**src/hw/rtl/utf8_text_validator_top_defines.svh**
```systemverilog
// Assertion macros shared by the UTF-8 text validator RTL.
`ifndef UTF8_TEXT_VALIDATOR_TOP_DEFINES_SVH
`define UTF8_TEXT_VALIDATOR_TOP_DEFINES_SVH

`ifndef NO_ASSERTIONS
// Same-cycle implication, sampled on clk and held off while rst_n is low.
`define UTF8TV_ASSERT_NOW(lbl, cond, prop, msg) \
    lbl: assert property (@(posedge clk) disable iff (!rst_n) (cond) |-> (prop)) \
        else $error(msg);
// Next-cycle implication, sampled on clk and held off while rst_n is low.
`define UTF8TV_ASSERT_NEXT(lbl, cond, prop, msg) \
    lbl: assert property (@(posedge clk) disable iff (!rst_n) (cond) |=> (prop)) \
        else $error(msg);
`else
`define UTF8TV_ASSERT_NOW(lbl, cond, prop, msg)
`define UTF8TV_ASSERT_NEXT(lbl, cond, prop, msg)
`endif

`endif

```
**src/hw/rtl/utf8tv_pkg.sv**
```systemverilog
// Types and constants of the UTF-8 text validator.
package utf8tv_pkg;

    localparam int LIMIT_W = 10;
    localparam int COUNT_W = LIMIT_W + 1;

    localparam logic [LIMIT_W-1:0] MAX_TEXT_RESET = 10'd64;

    localparam logic [7:0] BYTE_TAB      = 8'h09;
    localparam logic [7:0] BYTE_LF       = 8'h0a;
    localparam logic [7:0] BYTE_CR       = 8'h0d;
    localparam logic [7:0] BYTE_SPACE    = 8'h20;
    localparam logic [7:0] BYTE_DEL      = 8'h7f;
    localparam logic [7:0] LEAD2_LO      = 8'hc2;
    localparam logic [7:0] LEAD2_HI      = 8'hdf;
    localparam logic [7:0] LEAD3_LO      = 8'he0;
    localparam logic [7:0] LEAD3_SURR    = 8'hed;
    localparam logic [7:0] LEAD3_HI      = 8'hef;
    localparam logic [7:0] LEAD4_LO      = 8'hf0;
    localparam logic [7:0] LEAD4_HI      = 8'hf4;
    localparam logic [7:0] CONT_MIN_A0   = 8'ha0;
    localparam logic [7:0] CONT_MAX_9F   = 8'h9f;
    localparam logic [7:0] CONT_MIN_90   = 8'h90;
    localparam logic [7:0] CONT_MAX_8F   = 8'h8f;

    // Limit on the byte that follows a lead byte.
    typedef enum logic [2:0] {
        RULE_NONE   = 3'd0,
        RULE_MIN_A0 = 3'd1,
        RULE_MAX_9F = 3'd2,
        RULE_MIN_90 = 3'd3,
        RULE_MAX_8F = 3'd4
    } rule_t;

    typedef struct packed {
        logic [1:0]         cont_left;
        rule_t              rule;
        logic [COUNT_W-1:0] bytes_seen;
        logic               error_seen;
    } str_state_t;

    typedef struct packed {
        logic               text_valid;
        logic [COUNT_W-1:0] byte_count;
    } result_t;

endpackage

```
**src/hw/rtl/utf8tv_ifs.sv**
```systemverilog
// Stream interfaces for the byte words and the verdict words.
interface utf8tv_in_if;
    logic       valid;
    logic       ready;
    logic [7:0] text_byte;
    logic       carries_byte;
    logic       is_last;

    modport source (output valid, output text_byte, output carries_byte, output is_last,
                    input ready);
    modport sink (input valid, input text_byte, input carries_byte, input is_last,
                  output ready);
endinterface

interface utf8tv_out_if;
    logic                             valid;
    logic                             ready;
    logic                             text_valid;
    logic [utf8tv_pkg::COUNT_W-1:0]   byte_count;

    modport source (output valid, output text_valid, output byte_count, input ready);
    modport sink (input valid, input text_valid, input byte_count, output ready);
endinterface

```
**src/hw/rtl/utf8tv_step.sv**
```systemverilog
// Per-byte UTF-8 check: next string state and the verdict of a closing word.
module utf8tv_step (
    input  utf8tv_pkg::str_state_t              cur,
    input  logic [7:0]                          text_byte,
    input  logic                                carries_byte,
    input  logic                                is_last,
    input  logic [utf8tv_pkg::LIMIT_W-1:0]      max_text_bytes,
    output utf8tv_pkg::str_state_t              nxt,
    output utf8tv_pkg::result_t                 result
);
    import utf8tv_pkg::*;

    logic [COUNT_W-1:0] cap;
    logic [COUNT_W-1:0] limit_ext;
    logic               cont_ok;
    logic               ctrl_bad;
    str_state_t         upd;

    assign limit_ext = {1'b0, max_text_bytes};
    assign cap       = limit_ext + COUNT_W'(1);

    always_comb
    begin
        case (cur.rule)
            RULE_MIN_A0: cont_ok = text_byte >= CONT_MIN_A0;
            RULE_MAX_9F: cont_ok = text_byte <= CONT_MAX_9F;
            RULE_MIN_90: cont_ok = text_byte >= CONT_MIN_90;
            RULE_MAX_8F: cont_ok = text_byte <= CONT_MAX_8F;
            default:     cont_ok = 1'b1;
        endcase
        cont_ok = cont_ok && (text_byte[7:6] == 2'b10);
    end

    assign ctrl_bad = (text_byte == BYTE_DEL) ||
                      ((text_byte < BYTE_SPACE) && (text_byte != BYTE_TAB) &&
                       (text_byte != BYTE_LF) && (text_byte != BYTE_CR));

    always_comb
    begin
        upd = cur;
        if (cur.bytes_seen < cap)
        begin
            upd.bytes_seen = cur.bytes_seen + COUNT_W'(1);
        end
        if (cur.cont_left != 2'd0)
        begin
            upd.error_seen = cur.error_seen | ~cont_ok;
            upd.rule       = RULE_NONE;
            upd.cont_left  = cur.cont_left - 2'd1;
        end
        else if (!text_byte[7])
        begin
            upd.error_seen = cur.error_seen | ctrl_bad;
        end
        else
        begin
            upd.rule = RULE_NONE;
            if ((text_byte >= LEAD2_LO) && (text_byte <= LEAD2_HI))
            begin
                upd.cont_left = 2'd1;
            end
            else if ((text_byte >= LEAD3_LO) && (text_byte <= LEAD3_HI))
            begin
                upd.cont_left = 2'd2;
                if (text_byte == LEAD3_LO)
                begin
                    upd.rule = RULE_MIN_A0;
                end
                else if (text_byte == LEAD3_SURR)
                begin
                    upd.rule = RULE_MAX_9F;
                end
            end
            else if ((text_byte >= LEAD4_LO) && (text_byte <= LEAD4_HI))
            begin
                upd.cont_left = 2'd3;
                if (text_byte == LEAD4_LO)
                begin
                    upd.rule = RULE_MIN_90;
                end
                else if (text_byte == LEAD4_HI)
                begin
                    upd.rule = RULE_MAX_8F;
                end
            end
            else
            begin
                upd.error_seen = 1'b1;
            end
        end
        if (!carries_byte)
        begin
            upd = cur;
        end
    end

    always_comb
    begin
        result.text_valid = !upd.error_seen && (upd.cont_left == 2'd0) &&
                            (upd.bytes_seen != '0) && (upd.bytes_seen <= limit_ext);
        result.byte_count = upd.bytes_seen;
        if (is_last)
        begin
            nxt = '{cont_left: 2'd0, rule: RULE_NONE, bytes_seen: '0, error_seen: 1'b0};
        end
        else
        begin
            nxt = upd;
        end
    end

endmodule

```
**src/hw/rtl/utf8tv_out_stage.sv**
```systemverilog
// Result register that holds a verdict word until the receiver takes it.
`include "utf8_text_validator_top_defines.svh"
module utf8tv_out_stage (
    input  logic                 clk,
    input  logic                 rst_n,
    input  logic                 load,
    input  utf8tv_pkg::result_t  result_next,
    output logic                 can_load,
    utf8tv_out_if.source         res
);
    import utf8tv_pkg::*;

    logic    valid_reg;
    logic    valid_next;
    result_t result_reg;

    assign can_load   = !valid_reg || res.ready;
    assign valid_next = load || (valid_reg && !res.ready);

    always_ff @(posedge clk or negedge rst_n)
    begin
        if (!rst_n)
        begin
            valid_reg <= 1'b0;
        end
        else
        begin
            valid_reg <= valid_next;
        end
    end

    always_ff @(posedge clk)
    begin
        if (load)
        begin
            result_reg <= result_next;
        end
    end

    assign res.valid      = valid_reg;
    assign res.text_valid = result_reg.text_valid;
    assign res.byte_count = result_reg.byte_count;

    `UTF8TV_ASSERT_NOW(a_no_overwrite, load, can_load, "verdict loaded over an untaken one")
    `UTF8TV_ASSERT_NOW(a_rise_from_load, $rose(valid_reg), $past(load),
                       "verdict appeared without a load")

endmodule

```
**src/hw/rtl/utf8_text_validator_top.sv**
```systemverilog
// Top level of the strict UTF-8 text validator.
//
// Byte words enter on text_in (valid/ready), one byte of the string per word.
// A word with carries_byte low adds no byte; a word with is_last high closes
// the string and produces exactly one verdict word on result_out: text_valid
// and byte_count, the count saturating one above the configured limit.
// The limit is set through cfg_wr_en/cfg_wr_data and should be written only
// while no string is in flight; it resets to 64 bytes.
// An accepted word lands in an input register; from there the UTF-8 check
// updates the string state and, for a closing word, fills the result
// register once that is free. A verdict is held in the result register
// until taken. The block sustains one word per cycle while no closing word
// waits, a rate set by the state update between the two registers.
// When result_out is stalled, ordinary byte words keep flowing; only a
// closing word waits in the input register until the held verdict is taken,
// and text_in.ready then falls. Reset empties both registers, clears the
// string state and restores the limit.
`include "utf8_text_validator_top_defines.svh"
module utf8_text_validator_top (
    input  logic                              clk,
    input  logic                              rst_n,
    input  logic                              cfg_wr_en,
    input  logic [utf8tv_pkg::LIMIT_W-1:0]    cfg_wr_data,
    utf8tv_in_if.sink                         text_in,
    utf8tv_out_if.source                      result_out
);
    import utf8tv_pkg::*;

    // Configured length limit.
    logic [LIMIT_W-1:0] max_text_reg;

    // Input register: the word waiting for its state update.
    logic       in_valid_reg;
    logic       in_valid_next;
    logic [7:0] in_byte_reg;
    logic       in_carries_reg;
    logic       in_last_reg;

    // String state carried from byte to byte.
    str_state_t state_reg;
    str_state_t state_next;
    str_state_t step_state;
    result_t    step_result;

    logic can_load;
    logic advance;
    logic accept;

    // A closing word may only move on when the result register is free.
    assign advance       = in_valid_reg && (!in_last_reg || can_load);
    assign text_in.ready = !in_valid_reg || advance;
    assign accept        = text_in.valid && text_in.ready;
    assign in_valid_next = accept || (in_valid_reg && !advance);
    assign state_next    = advance ? step_state : state_reg;

    always_ff @(posedge clk or negedge rst_n)
    begin
        if (!rst_n)
        begin
            max_text_reg <= MAX_TEXT_RESET;
            in_valid_reg <= 1'b0;
            state_reg    <= '{cont_left: 2'd0, rule: RULE_NONE, bytes_seen: '0,
                              error_seen: 1'b0};
        end
        else
        begin
            if (cfg_wr_en)
            begin
                max_text_reg <= cfg_wr_data;
            end
            in_valid_reg <= in_valid_next;
            state_reg    <= state_next;
        end
    end

    always_ff @(posedge clk)
    begin
        if (accept)
        begin
            in_byte_reg    <= text_in.text_byte;
            in_carries_reg <= text_in.carries_byte;
            in_last_reg    <= text_in.is_last;
        end
    end

    utf8tv_step u_step (
        .cur            (state_reg),
        .text_byte      (in_byte_reg),
        .carries_byte   (in_carries_reg),
        .is_last        (in_last_reg),
        .max_text_bytes (max_text_reg),
        .nxt            (step_state),
        .result         (step_result)
    );

    utf8tv_out_stage u_out (
        .clk         (clk),
        .rst_n       (rst_n),
        .load        (advance && in_last_reg),
        .result_next (step_result),
        .can_load    (can_load),
        .res         (result_out)
    );

    // A second-byte rule only exists while at least two continuations are owed.
    `UTF8TV_ASSERT_NOW(a_rule_needs_cont, state_reg.rule != RULE_NONE,
                       state_reg.cont_left >= 2'd2, "second-byte rule without a sequence")
    // Closing a string must leave a clean state for the next one.
    `UTF8TV_ASSERT_NEXT(a_close_clears, advance && in_last_reg,
                        (state_reg.bytes_seen == '0) && !state_reg.error_seen &&
                        (state_reg.cont_left == 2'd0), "string state not cleared at close")
    // An empty input register never blocks the sender.
    `UTF8TV_ASSERT_NOW(a_empty_ready, !in_valid_reg, text_in.ready,
                       "input register empty but not ready")

endmodule

```
**src/flat_wrapper.sv**
```systemverilog
// flat-port wrapper written by rule: the top's interface ports become plain ports
module utf8_text_validator_top_flat import utf8tv_pkg::*;
  (clk, rst_n, cfg_wr_en, cfg_wr_data, text_in_valid, text_in_text_byte, text_in_carries_byte, text_in_is_last, text_in_ready, result_out_valid, result_out_text_valid, result_out_byte_count, result_out_ready);
  utf8tv_in_if text_in_i ();
  utf8tv_out_if result_out_i ();
  input  logic clk;
  input  logic rst_n;
  input  logic cfg_wr_en;
  input  logic [utf8tv_pkg::LIMIT_W-1:0] cfg_wr_data;
  input wire logic [$bits(text_in_i.valid)-1:0] text_in_valid;
  input wire logic [$bits(text_in_i.text_byte)-1:0] text_in_text_byte;
  input wire logic [$bits(text_in_i.carries_byte)-1:0] text_in_carries_byte;
  input wire logic [$bits(text_in_i.is_last)-1:0] text_in_is_last;
  output wire logic [$bits(text_in_i.ready)-1:0] text_in_ready;
  output wire logic [$bits(result_out_i.valid)-1:0] result_out_valid;
  output wire logic [$bits(result_out_i.text_valid)-1:0] result_out_text_valid;
  output wire logic [$bits(result_out_i.byte_count)-1:0] result_out_byte_count;
  input wire logic [$bits(result_out_i.ready)-1:0] result_out_ready;
  assign text_in_i.valid = text_in_valid;
  assign text_in_i.text_byte = text_in_text_byte;
  assign text_in_i.carries_byte = text_in_carries_byte;
  assign text_in_i.is_last = text_in_is_last;
  assign text_in_ready = text_in_i.ready;
  assign result_out_valid = result_out_i.valid;
  assign result_out_text_valid = result_out_i.text_valid;
  assign result_out_byte_count = result_out_i.byte_count;
  assign result_out_i.ready = result_out_ready;
  utf8_text_validator_top u_core (.clk(clk), .rst_n(rst_n), .cfg_wr_en(cfg_wr_en), .cfg_wr_data(cfg_wr_data), .text_in(text_in_i), .result_out(result_out_i));
endmodule
```
**config.mk**
```make
export PLATFORM = sky130hd
export DESIGN_NAME = utf8_text_validator_top_flat
export DESIGN_NICKNAME = d
export VERILOG_FILES = /design/src/hw/rtl/utf8tv_pkg.sv /design/src/hw/rtl/utf8tv_ifs.sv /design/src/hw/rtl/utf8tv_step.sv /design/src/hw/rtl/utf8tv_out_stage.sv /design/src/hw/rtl/utf8_text_validator_top.sv /design/src/flat_wrapper.sv
export VERILOG_INCLUDE_DIRS = /design/src /design/src/hw/rtl
export SDC_FILE = /design/constraint.sdc
export NUM_CORES = 1
export LEC_CHECK = 0
export BUFFER_PORTS_ARGS = -buffer_cell sky130_fd_sc_hd__buf_2
export CORE_ASPECT_RATIO = 1.4
export CORE_MARGIN = 3
export CORE_UTILIZATION = 50
export DETAILED_ROUTE_END_ITERATION = 6
export HOLD_SLACK_MARGIN = 0.03
export PLACE_DENSITY = 0.77
export SLEW_MARGIN = 20
export SYNTH_ARGS = -nofsm -noshare
export SYNTH_HDL_FRONTEND = slang
export SYNTH_SLANG_ARGS = --single-unit
```
**constraint.sdc**
```tcl
create_clock -name clk -period 4.4 [get_ports clk]
set_clock_uncertainty 0.1 [all_clocks]
set_input_delay 0.88 -clock clk [delete_from_list [all_inputs] [get_ports clk]]
set_output_delay 0.88 -clock clk [all_outputs]
set_load 0.005 [all_outputs]
```
# Word level (Yosys, flattened, before mapping)
# Cells that the tools add are included.
[classes] addsub=3 n_lt_le_gt_ge=13 eq_ne=13 mux=19 bitwise_logic=3 n_reduce_logical=33
[op_table] op="$ge 8x8->1 const B" n=5
[op_table] op="$le 8x8->1 const B" n=5
[op_table] op="$mux 17" n=2
[op_table] op="$eq 8x8->1 const B" n=4
[op_table] op="$ne 8x4->1 const B" n=3
[op_table] op="$mux 5" n=4
[op_table] op="$logic_and 1x1->1" n=15
[op_table] op="$add 10x1->11 const B" n=1
[op_table] op="$add 11x1->11 const B" n=1
[op_table] op="$le 11x10->1" n=1
[op_table] op="$lt 11x11->1" n=1
[op_table] op="$mux 11" n=1
[op_table] op="$reduce_bool 11->1" n=1
[op_table] op="$mux 3" n=3
[op_table] op="$eq 8x7->1 const B" n=1
[op_table] op="$lt 8x6->1 const B" n=1
[op_table] op="$eq 3x2->1 const B" n=2
[op_table] op="$logic_not 1->1" n=6
[op_table] op="$logic_or 1x1->1" n=6
[op_table] op="$mux 2" n=3
[op_table] op="$mux 1" n=5
[op_table] op="$pmux 1 s4" n=1
[op_table] op="$reduce_bool 2->1" n=2
[op_table] op="$eq 3x1->1 const B" n=1
[op_table] op="other kinds (8)" n=9
[totals] regBits=51 out_inout_bits=14 wordCells=96

# Longest topological paths before layout
# Gate-level depths: netlist (run 1).
[depth] depth_word=13 mapped_depth=20 mapped_depth_nobuf=19

# Hierarchy
# Synthesis (run 1) repeated with hierarchy kept, for this count alone.
[unflattened] hier_cells=290 hier_area_um2=3209.3
[by_module_without_submodules] mod="utf8_text_validator_top" n_inst=1 cells_per_inst=73 area_each_um2=1416.4 seq_area_each_um2=1002.2
[by_module_without_submodules] mod="utf8tv_step" n_inst=1 cells_per_inst=202 area_each_um2=1385.1 seq_area_each_um2=0.0
[by_module_without_submodules] mod="utf8tv_out_stage" n_inst=1 cells_per_inst=15 area_each_um2=407.9 seq_area_each_um2=385.4

# Worst setup path after synthesis (run 1)
# OpenSTA, ideal clock, no wires.
[synth_path] path_type="register to register" from="register u_core.max_text_reg[2]" to="register u_core.u_out.result_reg (netlist bit u_core.u_out.res.text_valid), data pin" arrival_time_ns=3.865 path_slack_ns=0.304 stages_incl_launch_ff=20 path_buffers=1 synth_period_minus_slack_ns=4.096 path_cell_list="dfrtp_1 > inv_1 > nor3_1 > and3_1 > nand3_1 > xnor2_1 > ha_1 > a211oi_1 > nor2_1 > or4_1 > buf_6 > nor2_1 > nand4_1 > xnor2_1 > ha_1 > a21o_1 > a21oi_1 > o211ai_1 > a211oi_1 > o311a_1"
[synth_rtl] item="from (decl)" line="utf8_text_validator_top.sv:30" source="logic [LIMIT_W-1:0] max_text_reg;"
[synth_rtl] item="from (signal assigned)" line="utf8_text_validator_top.sv:69" source="max_text_reg <= cfg_wr_data;"
[synth_rtl] item="to (signal assigned)" line="utf8tv_out_stage.sv:36" source="result_reg <= result_next;"
[synth_rtl] item="to (decl)" line="utf8tv_out_stage.sv:15" source="result_t result_reg;"

==> flow_summary.toml, run 1 <==
[outcome]
status = "finished clean"

[logic_synthesis]
synth_top_flop_cell = "dfrtp_1"
ys_ff_latch = 51
synth_area_leaders = "dfrtp_1 (23%), edfxtp_1 (21%), ha_1 (8.9%)"
synth_top_area_share_pct = 22.7
ys_warn_count = 0
syn_inst = 315
synthDistinctLibCells = 53
synth_seq_area_share_pct = 44.9
syn-num-nets = 362
synth_enable_flop_cells = 22
yosys.area.top_type = "dfrtp_1"
syn_avg_cell_area_um2 = 9.81
ys_async_sr_fraction_pct = 56.9
synth.cell_area_um2 = 3090

[drt]
via_per_inst = 6.07
drt-total-wl_mm = 7.56
drtIter0Drc = 161
drt_pre_antenna_iters = 4
via_count = 2641
wl_per_cell_um = 17.4
drtAntennaViolNets = 0
post-route-drc-count = 0

[floorplan]
die_h_um = 99.0
die_area_um2 = 7170
die_x_um = 72.4
core-area_um2 = 5900
io_pins = 39
start_util_pct = 52.3
rows = 33

[setup_path]
r2r_start = "u_core.max_text_reg[3]"
end_kind = "flop"
r2r_setup_slack_ns = 0.02
reg2reg_depth = 19
r2r-end = "u_core.u_out.res.text_valid"
arrival_ns = 4.46
cp-start-kind = "flop"
cp_max_fo = 5
path_class = "reg2reg"
crit_required_ns = 4.48

[sta]
whs_ns = 0.402
min_period_ns = 4.38
maxSlewHeadroom_pct = 49.0
tightest_slew_ns = 0.765
hold_violations = 0
layout_setup_ws_ns = 0.0215
rsz0062_at_grt = "true"
slew_violations = 0
report.final.setup_viol = 0
max_freq_mhz = 228
finalCritPeriodShare_pct = 99.5

[cells_and_area]
drive_above_1_share_pct = 24.4
largest_register_ffs = 17
fin_area_um2 = 3700
diodes = 0
nets = 411
final-seq-area_um2 = 1390
multi_input_area_um2 = 1740
fillerInstances = 474
area.growth.synth_to_final_pct = 19.8
postLayoutCoreUtil_pct = 62.7

[hold_path]
hold_depth = 2
hold_class = "reg2reg"
hold_path.startpoint = "u_core.state_reg[0]"
min_to = "u_core.state_reg[0]"

[cts]
clock_sinks = 51
h-tree-depth = 2
cts_buffers = 5
root_buffer = "clkbuf_8"
cts_tree = "yes"
clock_path_buffers = 2
clkLatencyLatePin_ns = 0.31
hold_buffers = 0
clkTransAtPathRegs_ns = 0.09

[grt]
groute.usage.overall_pct = 20.9
grt_pass1_vias = 2562
antenna_found_initial = 0
grt_max_degree = 30
grt_overflow = 0
grt_pass1_wl_mm = 11.8

[placement]
numPortBuffers = 38
place.gp.congestion = 0.899
post_dp_cell_area_um2 = 3390
post-place-ws_ns = -0.143
dp.final_hpwl_mm = 5.25

[job]
timing.max_cap.violations = 0

[pwr]
vdd_drop_max_mv = 0.222
leakage_nw = 1.65
powerDensity_nw_per_um2 = 300
power_mw = 1.11
report_power, final:
part           internal, mW  switching, mW
Combinational        0.0943          0.123
Clock                 0.170          0.157
Sequential            0.530         0.0351
stage by stage:
step                      TNS (ns)  std cells
after floorplan                  0        315
after global routing        -0.170        435
final                            0        435
after global placement     -0.0676        421
after detailed placement    -0.143        421
after CTS                        0        433
worst max path at each step:
stage                      startpoint                     endpoint  slack, ns  depth (start not counted)
2_1_floorplan  u_core.max_text_reg[2]  u_core.u_out.res.text_valid       0.30                         19
3_3_place_gp   u_core.max_text_reg[4]  u_core.u_out.res.text_valid      -0.07                         19
3_5_place_dp   u_core.max_text_reg[4]  u_core.u_out.res.text_valid      -0.14                         19
4_1_cts        u_core.max_text_reg[2]  u_core.u_out.res.text_valid      0.009                         19
5_1_grt        u_core.max_text_reg[3]  u_core.u_out.res.text_valid      -0.17                         19
6_report       u_core.max_text_reg[3]  u_core.u_out.res.text_valid       0.02                         19
critical path, cell delays in order (launching register included):
cell and delay, ns:
dfrtp_1 0.38, inv_2 0.07, nor3_4 0.21, and4_1 0.24, nand2_1 0.08, xnor2_1 0.14
ha_1 0.29, nand4_1 0.23, o21ai_2 0.09, or4_4 0.55, buf_8 0.16, nor2_4 0.08
nand4_1 0.19, xnor2_2 0.26, ha_1 0.29, a21o_1 0.18, a21oi_2 0.15, o211ai_1 0.15
a211oi_2 0.21, o311a_1 0.19
logic make-up (layout without fill, tap and decap cells):
family	after synthesis	in the layout	synth area share (%)
adder cells (fa/ha/maj)	22	22	8.91
AO/OA/AOI/OAI	82	82	16.8
AND/OR/NAND/NOR	110	110	19.2
multiplexers	2	2	0.729
buffers and inverters	27	77	3.56
XOR/XNOR	21	21	5.95
flip-flops	51	51	44.9
final cells by class:
cell class / count / area share [%]
Inverter: 14 / 1.42
Sequential cell: 51 / 37.5
Timing Repair Buffer: 55 / 8.79
Clock buffer: 7 / 2.06
Clock inverter: 1 / 0.811
Multi-Input combinational cell: 237 / 47.1
Tap cell: 70 / 2.37
metal layers:
| metal | part of all wire [%] | vias to the layer above | GRT usage (%) |
|---|---|---|---|
| met5 | 0 | - | 0 |
| li1 | - | 1256 | - |
| met4 | 2.6 | 0 | 5.54 |
| met2 | 53 | 106 | 38.9 |
| met1 | 38 | 1260 | 24.8 |
| met3 | 6.2 | 19 | 2.65 |
cell usage after synthesis, types with 4 or more instances:
cell type / instances
nor3_1: 9
xnor2_1: 15
inv_1: 14
ha_1: 22
nand4_1: 6
nor2b_1: 4
dfrtp_1: 28
xor2_1: 6
nand2_1: 33
nor2_1: 13
and3_1: 6
clkbuf_1: 11
and3b_1: 4
edfxtp_1: 22
nand3_1: 14
o31ai_1: 6
a21oi_1: 14
o21ai_0: 30
layout by cell type, fill, tap and decap left out, drive strengths merged, types with 4 or more instances in the layout:
cell type / n
a21oi: 14
and3: 6
and3b: 4
buf: 55
clkbuf: 7
dfrtp: 28
edfxtp: 22
ha: 22
inv: 14
nand2: 33
nand3: 14
nand4: 6
nor2: 14
nor2b: 4
nor3: 10
o21ai: 33
o31ai: 6
xnor2: 15
xor2: 6
repair_timing:
action                                 CTS  global route
pin swaps                                7            15
setup buffers                            4             2
gates resized for setup                  7            24
setup endpoints to repair                1             1
endpoints found under the hold margin    0             0
(Power assumes the default switching activity.)
==> inputs of run 2 (changes only) <==
CTS_BUF_LIST = sky130_fd_sc_hd__clkbuf_2 sky130_fd_sc_hd__clkbuf_4 sky130_fd_sc_hd__clkbuf_8   (was not set)
==> run 2 against run 1 <==
  * Cell count is the same
  * Die area is the same
  * Register-to-register slack is essentially flat
  * Power grew 1.2%
  * Wire length grew 0.56%
  * Clock-buffer cell count is the same
  * Sequential share of layout area shrank 0.076 points
  * Largest cell class unchanged
  * Sequential power is essentially flat
  * First-iteration DRC count shrank 1.2%
  * Highest routed layer unchanged
  * Hold slack gained 0.0024 ns
  * Via count grew 0.98%
  * Worst setup slack lost 0.013 ns
==> flow_summary.toml, run 2 (synthesis results as in run 1) <==
[floorplan]
rows = 33
die_area_um2 = 7170
die_h_um = 99.0
start_util_pct = 52.3
core-area_um2 = 5900
die_x_um = 72.4
io_pins = 39

[cts]
cts_buffers = 5
h-tree-depth = 2
root_buffer = "clkbuf_8"
clkTransAtPathRegs_ns = 0.09
clock_path_buffers = 2
cts_tree = "yes"
clkLatencyLatePin_ns = 0.31
clock_sinks = 51

[pwr]
pwr-share-clk_pct = 30.3
p_sw_mw = 0.316
p_sw_share_pct = 28.2
vdd_drop_max_mv = 0.223
powerDensity_nw_per_um2 = 303
leakage_nw = 1.65
seqPwrFrac_pct = 50.3
p_int_mw = 0.807
combPwrFrac_pct = 19.4
power_mw = 1.12

[hold_path]
min_to = "u_core.state_reg[0]"
hold_class = "reg2reg"
hold_depth = 2
hold_path.startpoint = "u_core.state_reg[0]"

[cells_and_area]
final-seq-area_um2 = 1390
fin_area_um2 = 3710
area.growth.synth_to_final_pct = 20.0
fin_cells = 435
nets = 411
fillerInstances = 470
postLayoutCoreUtil_pct = 62.8
mostFrequentLayoutCells = "buf_2 (38), nand2_1 (33), o21ai_0 (30)"
multi_input_area_um2 = 1740
drive_above_1_share_pct = 24.9
largest_register_ffs = 17
diodes = 0
mostFrequentLayoutCell = "buf_2"

[sta]
hold_violations = 0
rsz0062_at_grt = "true"
maxSlewHeadroom_pct = 49.5
slew_violations = 0
max_freq_mhz = 228
tightest_slew_ns = 0.758
whs_ns = 0.404
min_period_ns = 4.39
finalCritPeriodShare_pct = 99.8
fin_setup_tns_ns = 0
report.final.setup_viol = 0
layout_setup_ws_ns = 0.00865

[setup_path]
r2r_setup_slack_ns = 0.009
cp-start-kind = "flop"
crit_required_ns = 4.48
cp_slowest_cell = "or4_4"
cp_max_fo = 5
arrival_ns = 4.48
r2r_start = "u_core.max_text_reg[3]"
crit_cells = 19
end_kind = "flop"
r2r-end = "u_core.u_out.res.text_valid"
cp_top_family = "simple AND/OR/NAND/NOR gates"
crit_buf_inv = 2
worstSetupStartpoint = "u_core.max_text_reg[3]"
path_cells = "inv_2 -> nor3_4 -> and4_1 -> nand2_1 -> xnor2_1 -> ha_1 -> nand4_1 -> o21ai_2 -> or4_4 -> buf_8 -> nor2_4 -> nand4_1 -> xnor2_2 -> ha_1 -> a21o_1 -> a21oi_2 -> o211ai_1 -> a211oi_2 -> o311a_1"
path_class = "reg2reg"
reg2reg_depth = 19
cpPeakStageDelay_ns = 0.55

[job]
timing.max_cap.violations = 0

[drt]
wl_met3_um = 525
drt_pre_antenna_iters = 4
wirelength_met1_mm = 2.88
via_count = 2667
wl_per_cell_um = 17.5
post-route-drc-count = 0
drt-total-wl_mm = 7.60
met2_length_mm = 3.99
via_per_inst = 6.13
drtIter0Drc = 159
topRoutingLayerUsed = "met4"
drtAntennaViolNets = 0

[placement]
post-place-ws_ns = -0.143
dp.final_hpwl_mm = 5.25
post_dp_cell_area_um2 = 3390
place.gp.congestion = 0.899
dp.cells = 421
numPortBuffers = 38

[grt]
grt_overflow = 0
grt_pass1_vias = 2562
grt_pass1_wl_mm = 11.8
groute.usage.overall_pct = 20.9
grt_max_degree = 30
antenna_found_initial = 0

[outcome]
status = "finished clean"
-- run 2: how the worst max path moves through the flow --
stage	to	slack [ns]
3_3_place_gp	u_core.u_out.res.text_valid	-0.07
4_1_cts	u_core.u_out.res.text_valid	0.009
2_1_floorplan	u_core.u_out.res.text_valid	0.30
5_1_grt	u_core.u_out.res.text_valid	-0.17
3_5_place_dp	u_core.u_out.res.text_valid	-0.14
6_report	u_core.u_out.res.text_valid	0.009
-- run 2: what timing repair did --
| item | in CTS | in global routing |
|---|---|---|
| setup endpoints to repair | 1 | 1 |
| hold buffers | 0 | 0 |
| buffers inserted | 4 | 2 |
| gates resized for setup | 7 | 24 |
| pin swaps | 7 | 15 |
| gates cloned | 0 | 0 |
-- run 2: layer usage --
metal,vias to the layer above,GRT usage (%)
met1,1267,24.8
li1,1257,-
met2,122,38.9
met3,21,2.65
met5,-,0
met4,0,5.54
-- run 2: layout make-up --
| class | instances | area share (%) |
|---|---|---|
| multi-input combinational | 237 | 47.0 |
| sequential | 51 | 37.4 |
| inverter | 14 | 1.42 |
| tap | 70 | 2.36 |
| clock buffer | 7 | 2.26 |
| clock inverter | 1 | 0.810 |
| timing repair buffer | 55 | 8.77 |
-- run 2: worst register-to-register path, cell delays in order (launching register included) --
cell and delay [ns]:
dfrtp_1 0.38, inv_2 0.07, nor3_4 0.21, and4_1 0.25, nand2_1 0.08, xnor2_1 0.14, ha_1 0.29, nand4_1 0.23
o21ai_2 0.09, or4_4 0.55, buf_8 0.16, nor2_4 0.09, nand4_1 0.19, xnor2_2 0.26, ha_1 0.29, a21o_1 0.18
a21oi_2 0.15, o211ai_1 0.15, a211oi_2 0.21, o311a_1 0.20
-- run 2: power groups by stage --
stage,combinational [mW],sequential (mW),clock (mW)
after floorplan,0.130,0.560,0
after global placement,0.180,0.572,0
after detailed placement,0.187,0.573,0
after CTS,0.191,0.563,0.339
after global routing,0.240,0.570,0.358
final,0.218,0.565,0.341
